### config.mk
export PLATFORM = sky130hd
export DESIGN_NAME = websocket_frame_deframer_core
export DESIGN_NICKNAME = d
export VERILOG_FILES = /design/src/design/wfd_pkg.sv /design/src/design/wfd_in_stage.sv /design/src/design/wfd_parser.sv /design/src/design/wfd_out_stage.sv /design/src/design/websocket_frame_deframer_core.sv
export SDC_FILE = /design/constraint.sdc
export NUM_CORES = 1
export LEC_CHECK = 0
export BUFFER_PORTS_ARGS = -buffer_cell sky130_fd_sc_hd__buf_4
export CAP_MARGIN = 20
export CORE_MARGIN = 2
export CORE_UTILIZATION = 25
export CTS_BUF_LIST = sky130_fd_sc_hd__clkbuf_2 sky130_fd_sc_hd__clkbuf_4 sky130_fd_sc_hd__clkbuf_8
export CTS_CLUSTER_SIZE = 12
export DETAILED_ROUTE_END_ITERATION = 6
export GPL_ROUTABILITY_DRIVEN = 1
export GPL_TIMING_DRIVEN = 0
export REMOVE_ABC_BUFFERS = 1
export SYNTH_ARGS = -nofsm -noshare
export SYNTH_HDL_FRONTEND = slang
export SYNTH_SLANG_ARGS = --single-unit
### constraint.sdc
create_clock -name i_clk -period 4 [get_ports i_clk]
set_clock_uncertainty 0.1 [all_clocks]
set_input_delay 0.4 -clock i_clk [delete_from_list [all_inputs] [get_ports i_clk]]
set_output_delay 0.4 -clock i_clk [all_outputs]
set_load 0.02 [all_outputs]
### src/design/wfd_pkg.sv
// Package for the WebSocket frame deframer: phase and event codes, constants and shared structs.
`timescale 1ns / 1ps

package wfd_pkg;

    typedef enum logic [2:0] {
        PH_HDR1,
        PH_HDR2,
        PH_EXT16,
        PH_EXT64,
        PH_MASK,
        PH_PAYLOAD
    } t_phase;

    typedef enum logic [2:0] {
        EV_HEADER,
        EV_TEXT,
        EV_OTHER,
        EV_CLOSE,
        EV_FRAG,
        EV_BIG,
        EV_HALT
    } t_event;

    localparam logic [3:0]  OPC_TEXT      = 4'h1;
    localparam logic [3:0]  OPC_CLOSE     = 4'h8;
    localparam logic [6:0]  LEN_CODE_16   = 7'd126;
    localparam logic [6:0]  LEN_CODE_64   = 7'd127;
    localparam logic [2:0]  EXT16_LAST    = 3'd1;
    localparam logic [2:0]  EXT64_LAST    = 3'd7;
    localparam logic [2:0]  MASK_LAST     = 3'd3;
    localparam logic [31:0] MAX_LEN_RESET = 32'd10485760;

    typedef struct packed {
        t_event     ev;
        logic [7:0] data;
        logic       done;
        logic [3:0] opcode;
    } t_result;

    typedef struct packed {
        logic stopped;
        logic in_payload;
        logic remain_zero;
    } t_status;

endpackage

### src/design/wfd_in_stage.sv
// Input register for received bytes with stall back to the sender.
`timescale 1ns / 1ps

module wfd_in_stage import wfd_pkg::*; (
    input  logic       i_clk,
    input  logic       i_rst_n,
    input  logic       i_in_valid,
    output logic       o_in_stall,
    input  logic [7:0] i_rx_byte,
    input  logic       i_take,
    output logic       o_valid,
    output logic [7:0] o_byte
);

    logic       r_valid;
    logic [7:0] r_byte;
    logic       load;

    assign o_in_stall = r_valid && !i_take;
    assign load       = i_in_valid && !o_in_stall;

    always_ff @(posedge i_clk) begin
        if (!i_rst_n) begin
            r_valid <= 1'b0;
        end else if (!o_in_stall) begin
            r_valid <= i_in_valid;
        end
    end

    always_ff @(posedge i_clk) begin
        if (load) begin
            r_byte <= i_rx_byte;
        end
    end

    assign o_valid = r_valid;
    assign o_byte  = r_byte;

endmodule

### src/design/wfd_parser.sv
// Frame parser: header phases, length check, unmasking and stop handling for one byte per cycle while not stalled.
`timescale 1ns / 1ps

module wfd_parser import wfd_pkg::*; (
    input  logic        i_clk,
    input  logic        i_rst_n,
    input  logic        i_fire,
    input  logic [7:0]  i_byte,
    input  logic [31:0] i_max_len,
    output t_result     o_result,
    output t_status     o_status
);

    t_phase      r_phase,  n_phase;
    logic [3:0]  r_opc,    n_opc;
    logic        r_fin,    n_fin;
    logic        r_mask,   n_mask;
    logic [63:0] r_len,    n_len;
    logic [2:0]  r_hbc,    n_hbc;
    logic [31:0] r_key,    n_key;
    logic [1:0]  r_idx,    n_idx;
    logic [31:0] r_remain, n_remain;
    logic        r_stopped, n_stopped;

    t_event      ev;
    logic [7:0]  data;
    logic        done;
    logic        hdr_end;
    logic [7:0]  key_byte;

    always_ff @(posedge i_clk) begin
        if (!i_rst_n) begin
            r_phase   <= PH_HDR1;
            r_opc     <= '0;
            r_fin     <= 1'b0;
            r_mask    <= 1'b0;
            r_len     <= '0;
            r_hbc     <= '0;
            r_key     <= '0;
            r_idx     <= '0;
            r_remain  <= '0;
            r_stopped <= 1'b0;
        end else begin
            r_phase   <= n_phase;
            r_opc     <= n_opc;
            r_fin     <= n_fin;
            r_mask    <= n_mask;
            r_len     <= n_len;
            r_hbc     <= n_hbc;
            r_key     <= n_key;
            r_idx     <= n_idx;
            r_remain  <= n_remain;
            r_stopped <= n_stopped;
        end
    end

    // First key byte received sits in the top byte of the key register
    always_comb begin
        case (r_idx)
            2'd0:    key_byte = r_key[31:24];
            2'd1:    key_byte = r_key[23:16];
            2'd2:    key_byte = r_key[15:8];
            default: key_byte = r_key[7:0];
        endcase
    end

    always_comb begin
        n_phase   = r_phase;
        n_opc     = r_opc;
        n_fin     = r_fin;
        n_mask    = r_mask;
        n_len     = r_len;
        n_hbc     = r_hbc;
        n_key     = r_key;
        n_idx     = r_idx;
        n_remain  = r_remain;
        n_stopped = r_stopped;
        ev        = EV_HEADER;
        data      = 8'd0;
        done      = 1'b0;
        hdr_end   = 1'b0;

        if (i_fire) begin
            if (r_stopped) begin
                ev = EV_HALT;
            end else begin
                unique case (r_phase)
                    PH_HDR1: begin
                        n_fin   = i_byte[7];
                        n_opc   = i_byte[3:0];
                        n_key   = '0;
                        n_len   = '0;
                        n_idx   = '0;
                        n_hbc   = '0;
                        n_phase = PH_HDR2;
                    end
                    PH_HDR2: begin
                        n_mask = i_byte[7];
                        if (!r_fin) begin
                            n_stopped = 1'b1;
                            ev        = EV_FRAG;
                        end else begin
                            n_hbc = '0;
                            if (i_byte[6:0] == LEN_CODE_16) begin
                                n_len   = '0;
                                n_phase = PH_EXT16;
                            end else if (i_byte[6:0] == LEN_CODE_64) begin
                                n_len   = '0;
                                n_phase = PH_EXT64;
                            end else begin
                                n_len = {57'd0, i_byte[6:0]};
                                if (i_byte[7]) begin
                                    n_phase = PH_MASK;
                                end else begin
                                    hdr_end = 1'b1;
                                end
                            end
                        end
                    end
                    PH_EXT16, PH_EXT64: begin
                        n_len = {r_len[55:0], i_byte};
                        n_hbc = r_hbc + 3'd1;
                        if (r_hbc == ((r_phase == PH_EXT16) ? EXT16_LAST : EXT64_LAST)) begin
                            n_hbc = '0;
                            if (r_mask) begin
                                n_phase = PH_MASK;
                            end else begin
                                hdr_end = 1'b1;
                            end
                        end
                    end
                    PH_MASK: begin
                        n_key = {r_key[23:0], i_byte};
                        n_hbc = r_hbc + 3'd1;
                        if (r_hbc == MASK_LAST) begin
                            n_hbc   = '0;
                            hdr_end = 1'b1;
                        end
                    end
                    PH_PAYLOAD: begin
                        data  = i_byte ^ (r_mask ? key_byte : 8'd0);
                        ev    = (r_opc == OPC_TEXT) ? EV_TEXT : EV_OTHER;
                        n_idx = r_idx + 2'd1;
                        if (r_remain == 32'd1) begin
                            done    = 1'b1;
                            n_phase = PH_HDR1;
                            if (r_opc == OPC_CLOSE) begin
                                n_stopped = 1'b1;
                                ev        = EV_CLOSE;
                            end
                        end else begin
                            n_remain = r_remain - 32'd1;
                        end
                    end
                    default: begin
                        n_phase = PH_HDR1;
                    end
                endcase

                // Header finished: check the length, then go to payload or end the frame
                if (hdr_end) begin
                    if ((n_len[63:32] != 32'd0) || (n_len[31:0] > i_max_len)) begin
                        n_stopped = 1'b1;
                        ev        = EV_BIG;
                    end else if (n_len == 64'd0) begin
                        done    = 1'b1;
                        n_phase = PH_HDR1;
                        if (r_opc == OPC_CLOSE) begin
                            n_stopped = 1'b1;
                            ev        = EV_CLOSE;
                        end
                    end else begin
                        n_remain = n_len[31:0];
                        n_idx    = '0;
                        n_phase  = PH_PAYLOAD;
                    end
                end
            end
        end

        o_result.ev     = ev;
        o_result.data   = data;
        o_result.done   = done;
        o_result.opcode = n_opc;
    end

    assign o_status.stopped     = r_stopped;
    assign o_status.in_payload  = (r_phase == PH_PAYLOAD);
    assign o_status.remain_zero = (r_remain == 32'd0);

endmodule

### src/design/wfd_out_stage.sv
// Result register holding one parsed result until the receiver takes it.
`timescale 1ns / 1ps

module wfd_out_stage import wfd_pkg::*; (
    input  logic    i_clk,
    input  logic    i_rst_n,
    input  logic    i_valid,
    input  t_result i_result,
    output logic    o_take,
    output logic    o_out_valid,
    input  logic    i_out_stall,
    output t_result o_result
);

    logic    r_valid;
    t_result r_result;

    // Advance whenever the register is empty or being drained
    assign o_take = !r_valid || !i_out_stall;

    always_ff @(posedge i_clk) begin
        if (!i_rst_n) begin
            r_valid <= 1'b0;
        end else if (o_take) begin
            r_valid <= i_valid;
        end
    end

    always_ff @(posedge i_clk) begin
        if (o_take && i_valid) begin
            r_result <= i_result;
        end
    end

    assign o_out_valid = r_valid;
    assign o_result    = r_result;

endmodule

### src/design/websocket_frame_deframer_core.sv
// Top level of the WebSocket frame deframer: input stage, parser, result stage, config register.
//
//  channel | direction | handshake               | payload
//  --------+-----------+-------------------------+--------------------------------------------
//  in      | input     | i_in_valid / o_in_stall | i_rx_byte
//  out     | output    | o_out_valid/i_out_stall | o_event_res, o_data_byte, o_frame_done,
//          |           |                         | o_frame_opcode
//  cfg     | input     | i_cfg_valid/o_cfg_ready | i_cfg_data (max_payload_len)
//
// One byte per cycle sustained while the output is not stalled; an accepted request passes
// through the input register, then the parser logic, into the result register.
// Reset (synchronous, active low) returns the parser to the first header byte, clears the
// stop flag and loads max_payload_len with 10485760.
// A stalled result holds; the input register keeps taking bytes until it is full as well.
// Config writes are always ready and take effect on the next parsed byte.
`timescale 1ns / 1ps

module websocket_frame_deframer_core import wfd_pkg::*; (
    input  logic        i_clk,
    input  logic        i_rst_n,
    input  logic        i_in_valid,
    output logic        o_in_stall,
    input  logic [7:0]  i_rx_byte,
    output logic        o_out_valid,
    input  logic        i_out_stall,
    output logic [2:0]  o_event_res,
    output logic [7:0]  o_data_byte,
    output logic        o_frame_done,
    output logic [3:0]  o_frame_opcode,
    input  logic        i_cfg_valid,
    output logic        o_cfg_ready,
    input  logic [31:0] i_cfg_data
);

    logic [31:0] r_max_len;
    logic        take;
    logic        stg_valid;
    logic [7:0]  stg_byte;
    t_result     parse_res;
    t_result     out_res;
    t_status     status;

    assign o_cfg_ready = 1'b1;

    always_ff @(posedge i_clk) begin
        if (!i_rst_n) begin
            r_max_len <= MAX_LEN_RESET;
        end else if (i_cfg_valid && o_cfg_ready) begin
            r_max_len <= i_cfg_data;
        end
    end

    wfd_in_stage u_in_stage (
        .i_clk      (i_clk),
        .i_rst_n    (i_rst_n),
        .i_in_valid (i_in_valid),
        .o_in_stall (o_in_stall),
        .i_rx_byte  (i_rx_byte),
        .i_take     (take),
        .o_valid    (stg_valid),
        .o_byte     (stg_byte)
    );

    wfd_parser u_parser (
        .i_clk     (i_clk),
        .i_rst_n   (i_rst_n),
        .i_fire    (stg_valid && take),
        .i_byte    (stg_byte),
        .i_max_len (r_max_len),
        .o_result  (parse_res),
        .o_status  (status)
    );

    wfd_out_stage u_out_stage (
        .i_clk       (i_clk),
        .i_rst_n     (i_rst_n),
        .i_valid     (stg_valid),
        .i_result    (parse_res),
        .o_take      (take),
        .o_out_valid (o_out_valid),
        .i_out_stall (i_out_stall),
        .o_result    (out_res)
    );

    assign o_event_res    = out_res.ev;
    assign o_data_byte    = out_res.data;
    assign o_frame_done   = out_res.done;
    assign o_frame_opcode = out_res.opcode;

    // A stop event on the output means the parser has already latched its stop flag
    a_stop_latched: assert property (@(posedge i_clk) disable iff (!i_rst_n)
        o_out_valid && (out_res.ev == EV_FRAG || out_res.ev == EV_BIG
                        || out_res.ev == EV_CLOSE) |-> status.stopped)
        else $error("stop event delivered without stop flag");

    // Only payload events carry data
    a_data_zero: assert property (@(posedge i_clk) disable iff (!i_rst_n)
        o_out_valid && (out_res.ev == EV_HEADER || out_res.ev == EV_FRAG
                        || out_res.ev == EV_BIG || out_res.ev == EV_HALT)
        |-> out_res.data == 8'd0)
        else $error("data byte set on a non-payload event");

    // Errors and halted bytes never complete a frame
    a_done_event: assert property (@(posedge i_clk) disable iff (!i_rst_n)
        o_out_valid && out_res.done
        |-> out_res.ev != EV_FRAG && out_res.ev != EV_BIG && out_res.ev != EV_HALT)
        else $error("frame done on an error or halted event");

    // The payload phase always has bytes left to read
    a_remain_live: assert property (@(posedge i_clk) disable iff (!i_rst_n)
        status.in_payload |-> !status.remain_zero)
        else $error("payload phase with zero bytes remaining");

endmodule
==> impl_metrics.xml <==
<?xml version="1.0" encoding="UTF-8"?>
<metrics>
  <group name="global_route">
    <metric name="globalRouteOverflowTotal" unit="">0</metric>
    <metric name="globalRouteTotalUtil" unit="%">14.0</metric>
    <metric name="grt_pass1_wl" unit="um">46400</metric>
    <metric name="grt_antenna_before_repair" unit="">0</metric>
    <metric name="largest_net_degree_at_the_start_of_global_routing" unit="">86</metric>
    <metric name="grt_pass1_vias" unit="">8607</metric>
  </group>
  <group name="clock_tree">
    <metric name="tritoncts_num_sinks" unit="">201</metric>
    <metric name="clock_tree.htree_level_count" unit="">2</metric>
    <metric name="cts_buffers" unit="">37</metric>
    <metric name="cts_tree" unit="">done</metric>
    <metric name="cts.reportedPaths.clkPinSlew" unit="ps">60</metric>
    <metric name="clock_tree.buffer_depth" unit="">3</metric>
    <metric name="cts_root_buffer" unit="">clkbuf_8</metric>
    <metric name="insertion_delay" unit="ps">570</metric>
  </group>
  <group name="worst_setup_path">
    <metric name="cpMaxStageDelayCell" unit="">or4_4</metric>
    <metric name="setup.worst_path.start_class" unit="">register</metric>
    <metric name="worst_setup_endpoint" unit="">u_parser.r_phase[0]</metric>
    <metric name="worstPathRequired" unit="ps">4340</metric>
    <metric name="path_max_fanout" unit="">16</metric>
    <metric name="critical_path.reg2reg.endpoint" unit="">u_parser.r_phase[0]</metric>
    <metric name="worst-r2r-cell-count" unit="">13</metric>
    <metric name="critical_path.cell_chain" unit="">nand2b_4 &gt; o21ai_4 &gt; clkbuf_16 &gt; a22oi_2 &gt; ha_1 &gt; nand4_1 &gt; or4_4 &gt; nor2_4 &gt; nor3_2 &gt; or4_4 &gt; or2_4 &gt; o21a_1 &gt; o221a_2</metric>
    <metric name="worst_path_largest_cell_delay" unit="ps">630</metric>
    <metric name="setup.worst_path.end_class" unit="">register</metric>
    <metric name="rr_startpoint" unit="">u_parser.r_phase[0]</metric>
    <metric name="worst_setup_path_startpoint" unit="">u_parser.r_phase[0]</metric>
    <metric name="criticalPathCategory" unit="">reg -&gt; reg</metric>
    <metric name="timing.critical_path.arrival" unit="ps">4300</metric>
    <metric name="ff2ff_setup_slack" unit="ps">40</metric>
    <metric name="crit_top_cell" unit="">or4_4</metric>
  </group>
  <group name="timing">
    <metric name="setup_violations" unit="">0</metric>
    <metric name="worst_slew_pin_slew" unit="ps">1070</metric>
    <metric name="fin_crit" unit="ps">3960</metric>
    <metric name="unrepaired_setup_endpoints_after_global_routing" unit="">yes</metric>
    <metric name="maxSlewHeadroom" unit="%">28.4</metric>
    <metric name="tns" unit="ps">0</metric>
    <metric name="finalCritPeriodShare" unit="%">99.1</metric>
    <metric name="max_freq" unit="MHz">252</metric>
    <metric name="slew_violations" unit="">0</metric>
    <metric name="final_hold_viol_count" unit="">0</metric>
  </group>
  <group name="die">
    <metric name="pin_count" unit="">64</metric>
    <metric name="dieHeight" unit="um">203</metric>
    <metric name="initial_core_utilization" unit="%">25.2</metric>
    <metric name="die_w" unit="um">203</metric>
    <metric name="core.rowCount" unit="">73</metric>
    <metric name="floorplan.die_area" unit="um2">41400</metric>
    <metric name="core_area" unit="um2">39500</metric>
  </group>
  <group name="placed_design">
    <metric name="dp_hpwl" unit="um">19100</metric>
    <metric name="buffer_ports.inserted" unit="">62</metric>
    <metric name="gp_congestion" unit="">0.867</metric>
  </group>
  <group name="route">
    <metric name="route.detailed.vias_per_inst" unit="">5.13</metric>
    <metric name="route.detailed.drc" unit="">0</metric>
    <metric name="total_iterations_of_the_first_detailed_routing_run" unit="">6</metric>
    <metric name="first_iter_violations" unit="">641</metric>
    <metric name="avgRoutedWirePerCell" unit="um">16.6</metric>
    <metric name="vias" unit="">9263</metric>
    <metric name="remaining_number_of_nets_flagged_by_the_antenna_check_after_routing" unit="">0</metric>
    <metric name="routed_wl" unit="um">30000</metric>
  </group>
  <group name="final_layout">
    <metric name="final_nets" unit="">1341</metric>
    <metric name="insertedDiodeCount" unit="">0</metric>
    <metric name="fill_cells" unit="">4075</metric>
    <metric name="final_cell_mix" unit="">nor2_1, dfxtp_1, buf_4, a22oi_1, nand2_1</metric>
    <metric name="area.growth.synth_to_final" unit="%">29.7</metric>
    <metric name="drive_above_1_share" unit="%">21.8</metric>
  </group>
  <group name="power">
    <metric name="share_comb_of_total_power" unit="%">12.6</metric>
    <metric name="total_switching_power" unit="mW">1.34</metric>
    <metric name="totalPowerFinal" unit="mW">4.97</metric>
    <metric name="clockPowerShare" unit="%">43.6</metric>
    <metric name="vdd_drop_max" unit="mV">0.226</metric>
    <metric name="leakagePower" unit="nW">4.89</metric>
    <metric name="power_density" unit="nW/um2">385</metric>
    <metric name="power.internal" unit="mW">3.62</metric>
    <metric name="netSwitchingFraction" unit="%">27.0</metric>
    <metric name="sequentialPowerShare" unit="%">43.9</metric>
  </group>
  <group name="synth">
    <metric name="synthArstFlopShare" unit="%">0</metric>
    <metric name="postSynthAreaPerCell" unit="um2">8.80</metric>
    <metric name="synth_sequential_area_ratio" unit="%">42.9</metric>
    <metric name="number_of_storage_elements_in_the_synthesis_netlist" unit="">201</metric>
    <metric name="synth-edff-count" unit="">24</metric>
    <metric name="syn_area" unit="um2">9950</metric>
    <metric name="dominant_register_cell_in_the_synthesized_netlist" unit="">dfxtp_1</metric>
    <metric name="number_of_unique_standard_cell_types_used_by_synthesis" unit="">81</metric>
    <metric name="yosysWarningCount" unit="">0</metric>
    <metric name="synth_cells" unit="">1130</metric>
  </group>
  <group name="run_status">
    <metric name="outcome" unit="">completed</metric>
  </group>
  <group name="flow_run">
    <metric name="drv.max_cap_violation_count" unit="">0</metric>
  </group>
  <group name="min_path">
    <metric name="worst_min_path_class" unit="">in -&gt; reg</metric>
  </group>
</metrics>
-- metrics by stage --
| step | utilization (%) | instance area [um2] | hold slack (ps) | worst slack (ps) | std cells |
|---|---|---|---|---|---|
| floorplan | - | 9620 | 350 | -1960 | 1056 |
| global placement | 27.2 | 10700 | 363 | -4620 | 1643 |
| detailed placement | 27.6 | 10900 | 383 | -1490 | 1650 |
| CTS | 31.8 | 12600 | 8.18 | 9.99 | 1786 |
| global route | 32.6 | 12900 | 27.1 | -62.7 | 1806 |
| finish | 32.6 | 12900 | 27.5 | 35.8 | 1806 |
-- cell families after synthesis --
family          count (synthesis)  share of synthesized area (%)
mux                            39                           3.97
compound gates                286                           21.1
fa+ha+maj                      41                           5.16
xor+xnor                        8                          0.704
simple gates                  414                           20.4
buf+inv                       140                           5.77
other cells                     1                         0.0377
flops                         201                           42.9
-- metal layers --
metal	GRT usage, %	vias to the layer above	wire [um]
li1	-	4427	-
met2	21.2	281	13200
met3	3.34	51	2240
met4	4.61	0	647
met1	19.6	4504	13900
met5	0	-	0
-- cell type report --
class / instances / area, um2 / area share (%)
clock inverter: 9 / 108 / 0.834
inverter: 66 / 254 / 1.97
timing repair buffer: 158 / 1490 / 11.6
sequential: 201 / 4280 / 33.1
multi-input combinational: 791 / 5410 / 42.0
clock buffer: 56 / 702 / 5.44
tap: 525 / 657 / 5.09
-- worst min path at each step --
stage	start	endpoint	slack, ps	cells after the start
3_3_place_gp	u_in_stage.o_valid	u_out_stage.o_out_valid	360	2
5_1_grt	i_cfg_data[28]	r_max_len[28]	30	3
2_1_floorplan	u_in_stage.o_valid	u_out_stage.o_out_valid	350	2
4_1_cts	i_cfg_data[28]	r_max_len[28]	8	3
3_5_place_dp	u_parser.r_remain[12]	u_parser.r_remain[12]	380	2
6_report	i_cfg_data[28]	r_max_len[28]	30	3
-- state kept, by name, summed over array words and instances, names as in the netlist, 3 cells and up --
| signal | cells |
|---|---|
| u_parser.r_remain | 32 |
| r_max_len | 32 |
| u_parser.r_opc | 4 |
| u_parser.r_len | 64 |
| u_parser.r_key | 32 |
| u_parser.r_phase | 3 |
| u_parser.r_hbc | 3 |
| u_in_stage.o_byte | 8 |
| u_out_stage.o_result | 16 |
-- power groups by stage --
stage               Combinational (mW)  Sequential, mW  Clock (mW)
floorplan                        0.302            2.21           0
global placement                 0.474            2.22           0
detailed placement               0.492            2.22           0
CTS                              0.576            2.18        2.22
global route                     0.680            2.18        2.32
finish                           0.624            2.18        2.16
-- what timing repair did --
action,4_1_cts,5_1_grt
hold endpoints to repair,41,0
setup endpoints to repair,42,41
gates cloned,2,2
buffers inserted,28,16
pin swaps,8,20
hold buffers,41,0
resized for setup,38,26
-- Yosys cell counts (3+ instances only) --
cell type,count,area [um2]
dfxtp_1,177,3540
nor2_1,177,664
a22oi_1,80,601
nand2_1,69,259
clkbuf_1,56,210
inv_1,50,188
a21oi_1,47,235
ha_1,41,513
mux2i_1,35,350
o21ai_0,30,150
a211oi_1,29,218
nor3_1,27,135
nand4_1,25,156
edfxtp_1,24,721
nand3_1,22,110
nor4_1,22,138
inv_2,14,52.6
a31oi_1,12,75.1
or4_1,12,90.1
a22oi_2,10,125
a22o_1,9,78.8
and2_1,9,56.3
a222oi_1,8,80.1
nand2b_1,8,50.1
or3_1,8,50.1
and3_1,7,43.8
xor2_1,7,61.3
buf_2,6,30.0
o311ai_0,6,52.6
buf_1,5,18.8
o211ai_1,5,37.5
a221o_1,4,40.0
a221oi_1,4,35.0
buf_6,4,45.0
mux2_2,4,45.0
o22ai_1,4,25.0
o31ai_1,4,30.0
buf_4,3,22.5
nor2b_1,3,18.8
nor4_2,3,37.5
nor4bb_1,3,30.0
o221a_2,3,33.8
o22a_1,3,26.3
o311ai_1,3,26.3
-- worst max-delay path: cells and delay by family (launching register included) --
kind                       cells  cell delay, ps
adders and majority gates      1             320
and+or+nand+nor                7            1960
DFF                            1             460
buffers and inverters          1             250
AOI/OAI and AO/OA              4             760
Note: power is estimated with default switching activity, not from simulation.
